### src/design/spr_pkg.sv
// ----------------------------------------------------------------------------
// spr_pkg
// Types, constants, pattern table and palette for the sprite pixel renderer.
// ----------------------------------------------------------------------------
package spr_pkg;

    localparam int SLOTS_DEF         = 64;
    localparam int SCREEN_WIDTH_DEF  = 224;
    localparam int SCREEN_HEIGHT_DEF = 256;
    localparam int SPRITE_SIZE       = 8;

    localparam logic       OP_WRITE = 1'b0;
    localparam logic       OP_QUERY = 1'b1;
    localparam logic [7:0] ALPHA_OPAQUE = 8'hFF;

    typedef enum logic [1:0] {
        ST_IDLE,
        ST_SCAN,
        ST_DRAIN
    } state_t;

    // Controller to datapath commands.
    typedef struct packed {
        logic write;    // load one slot from the input item
        logic capture;  // latch query pixel, clear winner, rewind scan
        logic read;     // read the slot under the scan counter and advance
        logic finish;   // register the result and pulse the strobe
    } ctrl_cmd_t;

    // Datapath to controller status.
    typedef struct packed {
        logic last_read;  // scan counter points at the last slot
    } ctrl_sts_t;

    // Stored attributes of one slot; the enable lives in flip-flops.
    typedef struct packed {
        logic [7:0] col;
        logic [7:0] row;
        logic [2:0] pat;
        logic [5:0] hue;
    } attr_t;

    // One row of a fixed 8x8 pattern; leftmost column is bit 7.
    function automatic logic [7:0] shape_row(input logic [2:0] pat, input logic [2:0] row);
        logic [7:0] bits;
        bits = 8'h00;
        case (pat)
            3'd0: begin
                case (row)
                    3'd0: bits = 8'h24;  3'd1: bits = 8'h18;
                    3'd2: bits = 8'h3C;  3'd3: bits = 8'h5A;
                    3'd4: bits = 8'hFF;  3'd5: bits = 8'hBD;
                    3'd6: bits = 8'hA5;  default: bits = 8'h24;
                endcase
            end
            3'd1: begin
                case (row)
                    3'd0: bits = 8'h24;  3'd1: bits = 8'h99;
                    3'd2: bits = 8'hBD;  3'd3: bits = 8'hDB;
                    3'd4: bits = 8'h7E;  3'd5: bits = 8'h3C;
                    3'd6: bits = 8'h42;  default: bits = 8'h81;
                endcase
            end
            3'd2: begin
                case (row)
                    3'd0, 3'd1: bits = 8'h18;
                    3'd2, 3'd3: bits = 8'h3C;
                    3'd4, 3'd5: bits = 8'h7E;
                    default:    bits = 8'hFF;
                endcase
            end
            3'd3: bits = 8'h18;
            3'd4: bits = row[0] ? 8'h08 : 8'h10;
            3'd5: begin
                case (row)
                    3'd0, 3'd3, 3'd4, 3'd7: bits = 8'h42;
                    3'd1, 3'd6:             bits = 8'h24;
                    default:                bits = 8'h81;
                endcase
            end
            default: bits = 8'h00;  // blank patterns
        endcase
        return bits;
    endfunction

    function automatic logic [7:0] level_value(input logic [1:0] lvl);
        logic [7:0] v;
        case (lvl)
            2'd0:    v = 8'd0;
            2'd1:    v = 8'd85;
            2'd2:    v = 8'd170;
            default: v = 8'd255;
        endcase
        return v;
    endfunction

    // Shade layout: green 5:4, red 3:2, blue 1:0.
    function automatic logic [31:0] shade_to_argb(input logic [5:0] shade);
        return {ALPHA_OPAQUE, level_value(shade[3:2]), level_value(shade[5:4]),
                level_value(shade[1:0])};
    endfunction

endpackage

### src/design/sprite_pixel_renderer_core.sv
// ----------------------------------------------------------------------------
// sprite_pixel_renderer_core
// Sprite engine: attribute table of 8x8 sprites, per-pixel color lookup.
// ----------------------------------------------------------------------------
//
//  channel   handshake             fields
//  -------   -------------------   --------------------------------------------
//  item in   start & !busy         op slot visible sprite_x sprite_y pattern
//                                  shade pixel_x pixel_y
//  result    done (1-cycle pulse)  argb covered
//
//  A write item leaves busy low and no result follows.
//  A query item scans every slot through one shared compare unit, one slot
//  per cycle: busy stays high through the scan and drain states and done
//  pulses in the cycle after busy falls.
//  The scan length is set by the single read port of the attribute memory.
//  Reset clears the per-slot enable flip-flops at once: no clearing pass.
//  The result is shown for one cycle only; the receiver cannot stall it.
//
module sprite_pixel_renderer_core #(
    parameter int SLOTS         = spr_pkg::SLOTS_DEF,
    parameter int SCREEN_WIDTH  = spr_pkg::SCREEN_WIDTH_DEF,
    parameter int SCREEN_HEIGHT = spr_pkg::SCREEN_HEIGHT_DEF
) (
    input  logic        clk,
    input  logic        rst_n,
    input  logic        start,
    output logic        busy,
    input  logic        op,
    input  logic [5:0]  slot,
    input  logic        visible,
    input  logic [7:0]  sprite_x,
    input  logic [7:0]  sprite_y,
    input  logic [2:0]  pattern,
    input  logic [5:0]  shade,
    input  logic [7:0]  pixel_x,
    input  logic [7:0]  pixel_y,
    output logic        done,
    output logic [31:0] argb,
    output logic        covered
);
    import spr_pkg::*;

    ctrl_cmd_t cmd;
    ctrl_sts_t sts;

    // Sequence writes and the slot scan.
    spr_ctrl u_ctrl (
        .clk   (clk),
        .rst_n (rst_n),
        .start (start),
        .op    (op),
        .sts   (sts),
        .cmd   (cmd),
        .busy  (busy)
    );

    // Hold the table, compare one slot per cycle, register the winner.
    spr_datapath #(
        .SLOTS         (SLOTS),
        .SCREEN_WIDTH  (SCREEN_WIDTH),
        .SCREEN_HEIGHT (SCREEN_HEIGHT)
    ) u_datapath (
        .clk      (clk),
        .rst_n    (rst_n),
        .cmd      (cmd),
        .sts      (sts),
        .slot     (slot),
        .visible  (visible),
        .sprite_x (sprite_x),
        .sprite_y (sprite_y),
        .pattern  (pattern),
        .shade    (shade),
        .pixel_x  (pixel_x),
        .pixel_y  (pixel_y),
        .argb     (argb),
        .covered  (covered),
        .done     (done)
    );

endmodule

### src/design/spr_ctrl.sv
// ----------------------------------------------------------------------------
// spr_ctrl
// Controller: sequences slot writes and the per-slot scan of a pixel query.
// ----------------------------------------------------------------------------
module spr_ctrl (
    input  logic               clk,
    input  logic               rst_n,
    input  logic               start,
    input  logic               op,
    input  spr_pkg::ctrl_sts_t sts,
    output spr_pkg::ctrl_cmd_t cmd,
    output logic               busy
);
    import spr_pkg::*;

    state_t state_reg;
    state_t state_next;

    always_ff @(posedge clk or negedge rst_n)
    begin
        if (!rst_n)
        begin
            state_reg <= ST_IDLE;
        end
        else
        begin
            state_reg <= state_next;
        end
    end

    always_comb
    begin
        state_next = state_reg;
        unique case (state_reg)
            ST_IDLE:
            begin
                if (start && (op == OP_QUERY))
                begin
                    state_next = ST_SCAN;
                end
            end
            ST_SCAN:
            begin
                if (sts.last_read)
                begin
                    state_next = ST_DRAIN;
                end
            end
            ST_DRAIN:
            begin
                state_next = ST_IDLE;
            end
            default:
            begin
                state_next = ST_IDLE;
            end
        endcase
    end

    always_comb
    begin
        cmd  = '0;
        busy = 1'b1;
        unique case (state_reg)
            ST_IDLE:
            begin
                busy        = 1'b0;
                cmd.write   = start && (op == OP_WRITE);
                cmd.capture = start && (op == OP_QUERY);
            end
            ST_SCAN:
            begin
                cmd.read = 1'b1;
            end
            ST_DRAIN:
            begin
                cmd.finish = 1'b1;
            end
            default:
            begin
                busy = 1'b1;
            end
        endcase
    end

endmodule

### src/design/spr_datapath.sv
// ----------------------------------------------------------------------------
// spr_datapath
// Attribute memory, scan counter, shared hit compare and result registers.
// ----------------------------------------------------------------------------
module spr_datapath #(
    parameter int SLOTS         = spr_pkg::SLOTS_DEF,
    parameter int SCREEN_WIDTH  = spr_pkg::SCREEN_WIDTH_DEF,
    parameter int SCREEN_HEIGHT = spr_pkg::SCREEN_HEIGHT_DEF
) (
    input  logic               clk,
    input  logic               rst_n,
    input  spr_pkg::ctrl_cmd_t cmd,
    output spr_pkg::ctrl_sts_t sts,
    input  logic [5:0]         slot,
    input  logic               visible,
    input  logic [7:0]         sprite_x,
    input  logic [7:0]         sprite_y,
    input  logic [2:0]         pattern,
    input  logic [5:0]         shade,
    input  logic [7:0]         pixel_x,
    input  logic [7:0]         pixel_y,
    output logic [31:0]        argb,
    output logic               covered,
    output logic               done
);
    import spr_pkg::*;

    localparam int IDX_W = (SLOTS > 1) ? $clog2(SLOTS) : 1;

    attr_t               attr_mem [SLOTS];
    logic [SLOTS-1:0]    en_reg;
    logic [IDX_W-1:0]    cnt_reg;
    logic                rd_vld_reg;
    logic                rd_en_reg;
    attr_t               rd_attr_reg;
    logic [7:0]          px_reg;
    logic [7:0]          py_reg;
    logic                onscreen_reg;
    logic                hit_reg;
    logic                hit_next;
    logic [5:0]          hue_reg;
    logic [5:0]          hue_next;
    logic [31:0]         argb_reg;
    logic                covered_reg;
    logic                done_reg;

    logic [8:0]          slot_ext;
    logic [IDX_W-1:0]    wr_idx;
    logic                slot_ok;
    logic [8:0]          dx;
    logic [8:0]          dy;
    logic [7:0]          row_bits;
    logic                slot_hit;

    assign slot_ext = {3'b000, slot};
    assign wr_idx   = slot_ext[IDX_W-1:0];
    assign slot_ok  = slot_ext < 9'(SLOTS);

    // Attribute memory: one write port, one registered read port.
    always_ff @(posedge clk)
    begin
        if (cmd.write && slot_ok)
        begin
            attr_mem[wr_idx] <= '{col: sprite_x, row: sprite_y, pat: pattern, hue: shade};
        end
        if (cmd.read)
        begin
            rd_attr_reg <= attr_mem[cnt_reg];
        end
    end

    always_ff @(posedge clk or negedge rst_n)
    begin
        if (!rst_n)
        begin
            en_reg     <= '0;
            rd_vld_reg <= 1'b0;
            rd_en_reg  <= 1'b0;
            cnt_reg    <= '0;
        end
        else
        begin
            if (cmd.write && slot_ok)
            begin
                en_reg[wr_idx] <= visible;
            end
            rd_vld_reg <= cmd.read;
            if (cmd.read)
            begin
                rd_en_reg <= en_reg[cnt_reg];
            end
            if (cmd.capture)
            begin
                cnt_reg <= '0;
            end
            else if (cmd.read)
            begin
                cnt_reg <= cnt_reg + 1'b1;
            end
        end
    end

    assign sts.last_read = (cnt_reg == IDX_W'(SLOTS - 1));

    // Shared compare: one slot per cycle against the latched pixel.
    assign dx       = {1'b0, px_reg} - {1'b0, rd_attr_reg.col};
    assign dy       = {1'b0, py_reg} - {1'b0, rd_attr_reg.row};
    assign row_bits = shape_row(rd_attr_reg.pat, dy[2:0]);
    assign slot_hit = rd_vld_reg && rd_en_reg && onscreen_reg
                   && (dx[8:3] == 6'd0) && (dy[8:3] == 6'd0)
                   && row_bits[3'd7 - dx[2:0]];

    // Later slots overwrite earlier ones: highest slot wins.
    always_comb
    begin
        hit_next = hit_reg;
        hue_next = hue_reg;
        if (slot_hit)
        begin
            hit_next = 1'b1;
            hue_next = rd_attr_reg.hue;
        end
    end

    always_ff @(posedge clk)
    begin
        if (cmd.capture)
        begin
            px_reg       <= pixel_x;
            py_reg       <= pixel_y;
            onscreen_reg <= ({1'b0, pixel_x} < 9'(SCREEN_WIDTH))
                         && ({1'b0, pixel_y} < 9'(SCREEN_HEIGHT));
            hit_reg      <= 1'b0;
            hue_reg      <= '0;
        end
        else
        begin
            hit_reg <= hit_next;
            hue_reg <= hue_next;
        end
        if (cmd.finish)
        begin
            covered_reg <= hit_next;
            argb_reg    <= hit_next ? shade_to_argb(hue_next) : 32'd0;
        end
    end

    always_ff @(posedge clk or negedge rst_n)
    begin
        if (!rst_n)
        begin
            done_reg <= 1'b0;
        end
        else
        begin
            done_reg <= cmd.finish;
        end
    end

    assign argb    = argb_reg;
    assign covered = covered_reg;
    assign done    = done_reg;

endmodule

### config.mk
export PLATFORM = sky130hd
export DESIGN_NAME = sprite_pixel_renderer_core
export DESIGN_NICKNAME = d
export VERILOG_FILES = /design/src/design/spr_pkg.sv /design/src/design/sprite_pixel_renderer_core.sv /design/src/design/spr_ctrl.sv /design/src/design/spr_datapath.sv
export SDC_FILE = /design/constraint.sdc
export NUM_CORES = 2
export LEC_CHECK = 0
export BUFFER_PORTS_ARGS = -buffer_cell sky130_fd_sc_hd__buf_2
export CAP_MARGIN = 20
export CORE_UTILIZATION = 35
export DETAILED_ROUTE_END_ITERATION = 12
export PLACE_DENSITY = 0.58
export SLEW_MARGIN = 20
export SYNTH_ARGS = -nofsm -noshare
export SYNTH_HDL_FRONTEND = slang
export SYNTH_HIERARCHICAL = 1
export SYNTH_SLANG_ARGS = --single-unit
### constraint.sdc
create_clock -name clk -period 7.8 [get_ports clk]
set_input_delay 0.39 -clock clk [delete_from_list [all_inputs] [get_ports clk]]
set_output_delay 0.39 -clock clk [all_outputs]
set_load 0.01 [all_outputs]
==> summary.md <==
| Metric | Value |
|---|---|
| Status | finished, final reports clean |
| Post-Syn Area per Cell | ~24 µm² |
| DR pass1 iterations | 5 |
| RD Place Congestion | slightly above 0.8 |
| Number of synthesized flops with an enable pin | 1649 |
| Pins Over Slew Limit | 0 |
| CTS clk-pin slew, worst paths | ~0.060 ns |
| Share of cells above drive strength 1 | 34.9% |
| Vias in the first global route | ~31000 |
| Sequential power share | a little over two fifths |
| Cell family with the largest share of critical-path delay | simple AND/OR/NAND/NOR gates |
| Combinational share of power | 26.9% |
| CP Cell Sequence | or2_4, nor3b_2, nand4_1, nor2_4, mux2_2 |
| Port-buffer cells | between 80 and 90 |
| Post-synth top area cell | edfxtp_1 |
| Detailed Route WL | 166 mm |
| WP buf/inv | 0 |
| Syn_nets | about 2900 |
| Die H | approximately 440 µm |
| First-pass GRT wire length | approximately 240 mm |
| Worst path slowest cell | nor2_4 |
| I/O pins | 87 |
| Clock Sinks | around 1700 |
| Seq/Total Area, Yosys | about three quarters |
| Slew margin rel. | 24.9% |
| Share of flip-flops with an asynchronous set or reset | roughly 4.3% |
| Initial Util | between 30 and 40% |
| GRT Resource Usage Total | 17.2% |
| Clock power frac | 31.3% |
| Fmax | 238 MHz |
| Worst Skew | between 0.03 and 0.04 ns |
| Vias/cell | between 5 and 6 |
| Cells after DPL | 5350 |
| Switching part of the total | between 20 and 30% |
| Via count | a little over 30000 |
| Post-DP HPWL | around 91 mm |
| Final Setup Violations | 0 |
| DRC Markers | 0 |
| Register Area | approximately 52000 µm² |
| Most common cell after layout, fill and taps aside | edfxtp_1 |
| Critical Path End | u_datapath/en_reg[55] |
| Multi-input logic area | ~15000 µm² |
| Worst R2R Setup Slack | approximately 3.6 ns |
| Nets | 3116 |
| Area grow syn2layout | 14.6% |
| Worst R2R End | u_datapath/en_reg[55] |
| Post-synth top area share | between 70% and 80% |
| Pleak | approximately 0.024 µW |
| Req. time, crit path | ~8.5 ns |
| Worst-margin pin slew | between 1 and 1.5 ns |
| Clk_lat worst skew | slightly below 0.8 ns |
| TNS Setup | 0 ns |
| # rows | 160 |
| Routed WL per cell | 29.1 µm |
| Die extent in x | roughly 440 µm |
| Critical Path Start | u_ctrl/state_reg[0] |
| Hold Crit Class | in -> async |
| Largest net degree at the start of global routing | between 100 and 150 |
| RSZ-0062 raised after global routing | no |
| Worst reg2reg path startpoint | u_ctrl/state_reg[0] |
| Tmin final | approximately 4.2 ns |
| Layout Cells excl Fill | 5702 |
| Core area | roughly 190000 µm² |
| PwrDens | approximately 330 nW/µm² |
| CTS buffer count | 176 |
| Top post-synthesis cells by area | edfxtp_1 73%, mux4_2 18%, dfrtp_1 2.8% |
| Ys Warns | 6 |
| ANT nets after route | 0 |
| Crit-path max cell delay | around 1.2 ns |
| Sw power | between 7000 and 8000 µW |
| Initial antenna violation count | 17 |
| Synth Register Bits | 1731 |
| Critical-path maximum fanout | 26 |
| FF-to-FF path depth | 5 |
| Crit path DAT | between 4 and 5 ns |
| Max-cap violations | 0 |
| Internal power | between 15000 and 20000 µW |
| CTS root buffer | clkbuf_16 |
| Post-synthesis cell area | around 67000 µm² |
| Total gr overflow | 0 |
| H-Tree Depth | 4 |
| Fill count | between 15000 and 20000 |
| Most used flip-flop cell after synthesis | edfxtp_1 |
| Drt initial violations | ~3600 |
| Period utilization | between 50 and 60% |
| Final hold violation count | 0 |
| CTS Buffer Depth | 3 |
| Syn Inst Count | 2843 |
| Max IR drop VDD | about 310 µV |
| Die ar. | roughly 190000 µm² |
| Synth cell types | 62 |
| Setup crit start kind | flop |
| Most frequent cells in the layout | 1649 x edfxtp_1, 546 x mux4_2, 180 x clkbuf_16, 85 x buf_2, 74 x buf_4 |
| TritonCTS clock tree | done |
| Max reg flops | 1600 |
| Crit path depth | 5 |
| Crit Path Class | reg -> reg |
| Crit end category | flop |
## synthesized netlist by cell type, drive strengths merged (9+ instances only)
cell and instances:
nor2 78, mux2 66, mux4 546, nand3 13, mux2i 17, nand2 28
clkbuf 82, buf 94, inv 39, nand2b 20, a21oi 16, o21ai 9
edfxtp 1649, ha 21, dfrtp 75
## routing by layer
| metal | part of all wire, % | vias to the layer above | track usage, % |
|---|---|---|---|
| met2 | 48 | 1054 | 26.9 |
| met5 | 0.0078 | - | 0 |
| met3 | 7.4 | 192 | 3.89 |
| met1 | 43 | 16969 | 24.5 |
| met4 | 1.8 | 2 | 3.95 |
| li1 | - | 12518 | - |
## cell families after synthesis
logic type                 synth area share, %
DFF                                       76.4
muxes                                     19.6
buffers and inverters                     1.54
and+or+nand+nor                           1.34
AOI/OAI and AO/OA                        0.540
adders and majority gates                0.449
xor gates and xnor gates                 0.102
## layout make-up
| type | count | share of cell area, % |
|---|---|---|
| flip-flops and latches | 1731 | 66.7 |
| multi-input cells | 897 | 19.9 |
| clock buffers | 228 | 6.15 |
| well taps | 2511 | 4.07 |
| repair buffers | 196 | 2.03 |
| clock inverters | 93 | 0.976 |
| inverters | 39 | 0.189 |
| diodes | 7 | 0.0227 |
## stage by stage
step	util [%]	setup slack [ns]	cell area [µm²]	hold WS (ns)	total power, µW
after CTS	40.4	3.42	77100	0.0848	26200
after detailed placement	37.4	3.42	71400	0.398	18100
after floorplan	-	3.90	67400	0.0944	15500
after global routing	40.5	3.37	77300	0.131	26700
final	40.5	3.60	77300	0.135	25900
after global placement	37.4	3.44	71300	0.392	18100
## worst min-delay path by stage
stage                           to  cells past startpoint
2_1_floorplan  u_ctrl/state_reg[0]                      0
3_3_place_gp       u_datapath/done                      1
3_5_place_dp       u_datapath/done                      1
4_1_cts            u_datapath/done                      2
5_1_grt            u_datapath/done                      2
6_report           u_datapath/done                      2
## power by group through the flow
stage	logic (µW)	registers (µW)	clock network, µW
final	6950	10800	8100
after detailed placement	7080	11000	0
after floorplan	4860	10600	0
after CTS	7100	10800	8250
after global placement	7080	11000	0
after global routing	7320	10900	8570
## repair_timing
action | CTS | global route
gates resized for setup | 0 | 0
endpoints found under the hold margin | 45 | 0
buffers inserted | 0 | 0
hold buffers | 19 | 0
(Power assumes the default switching activity.)
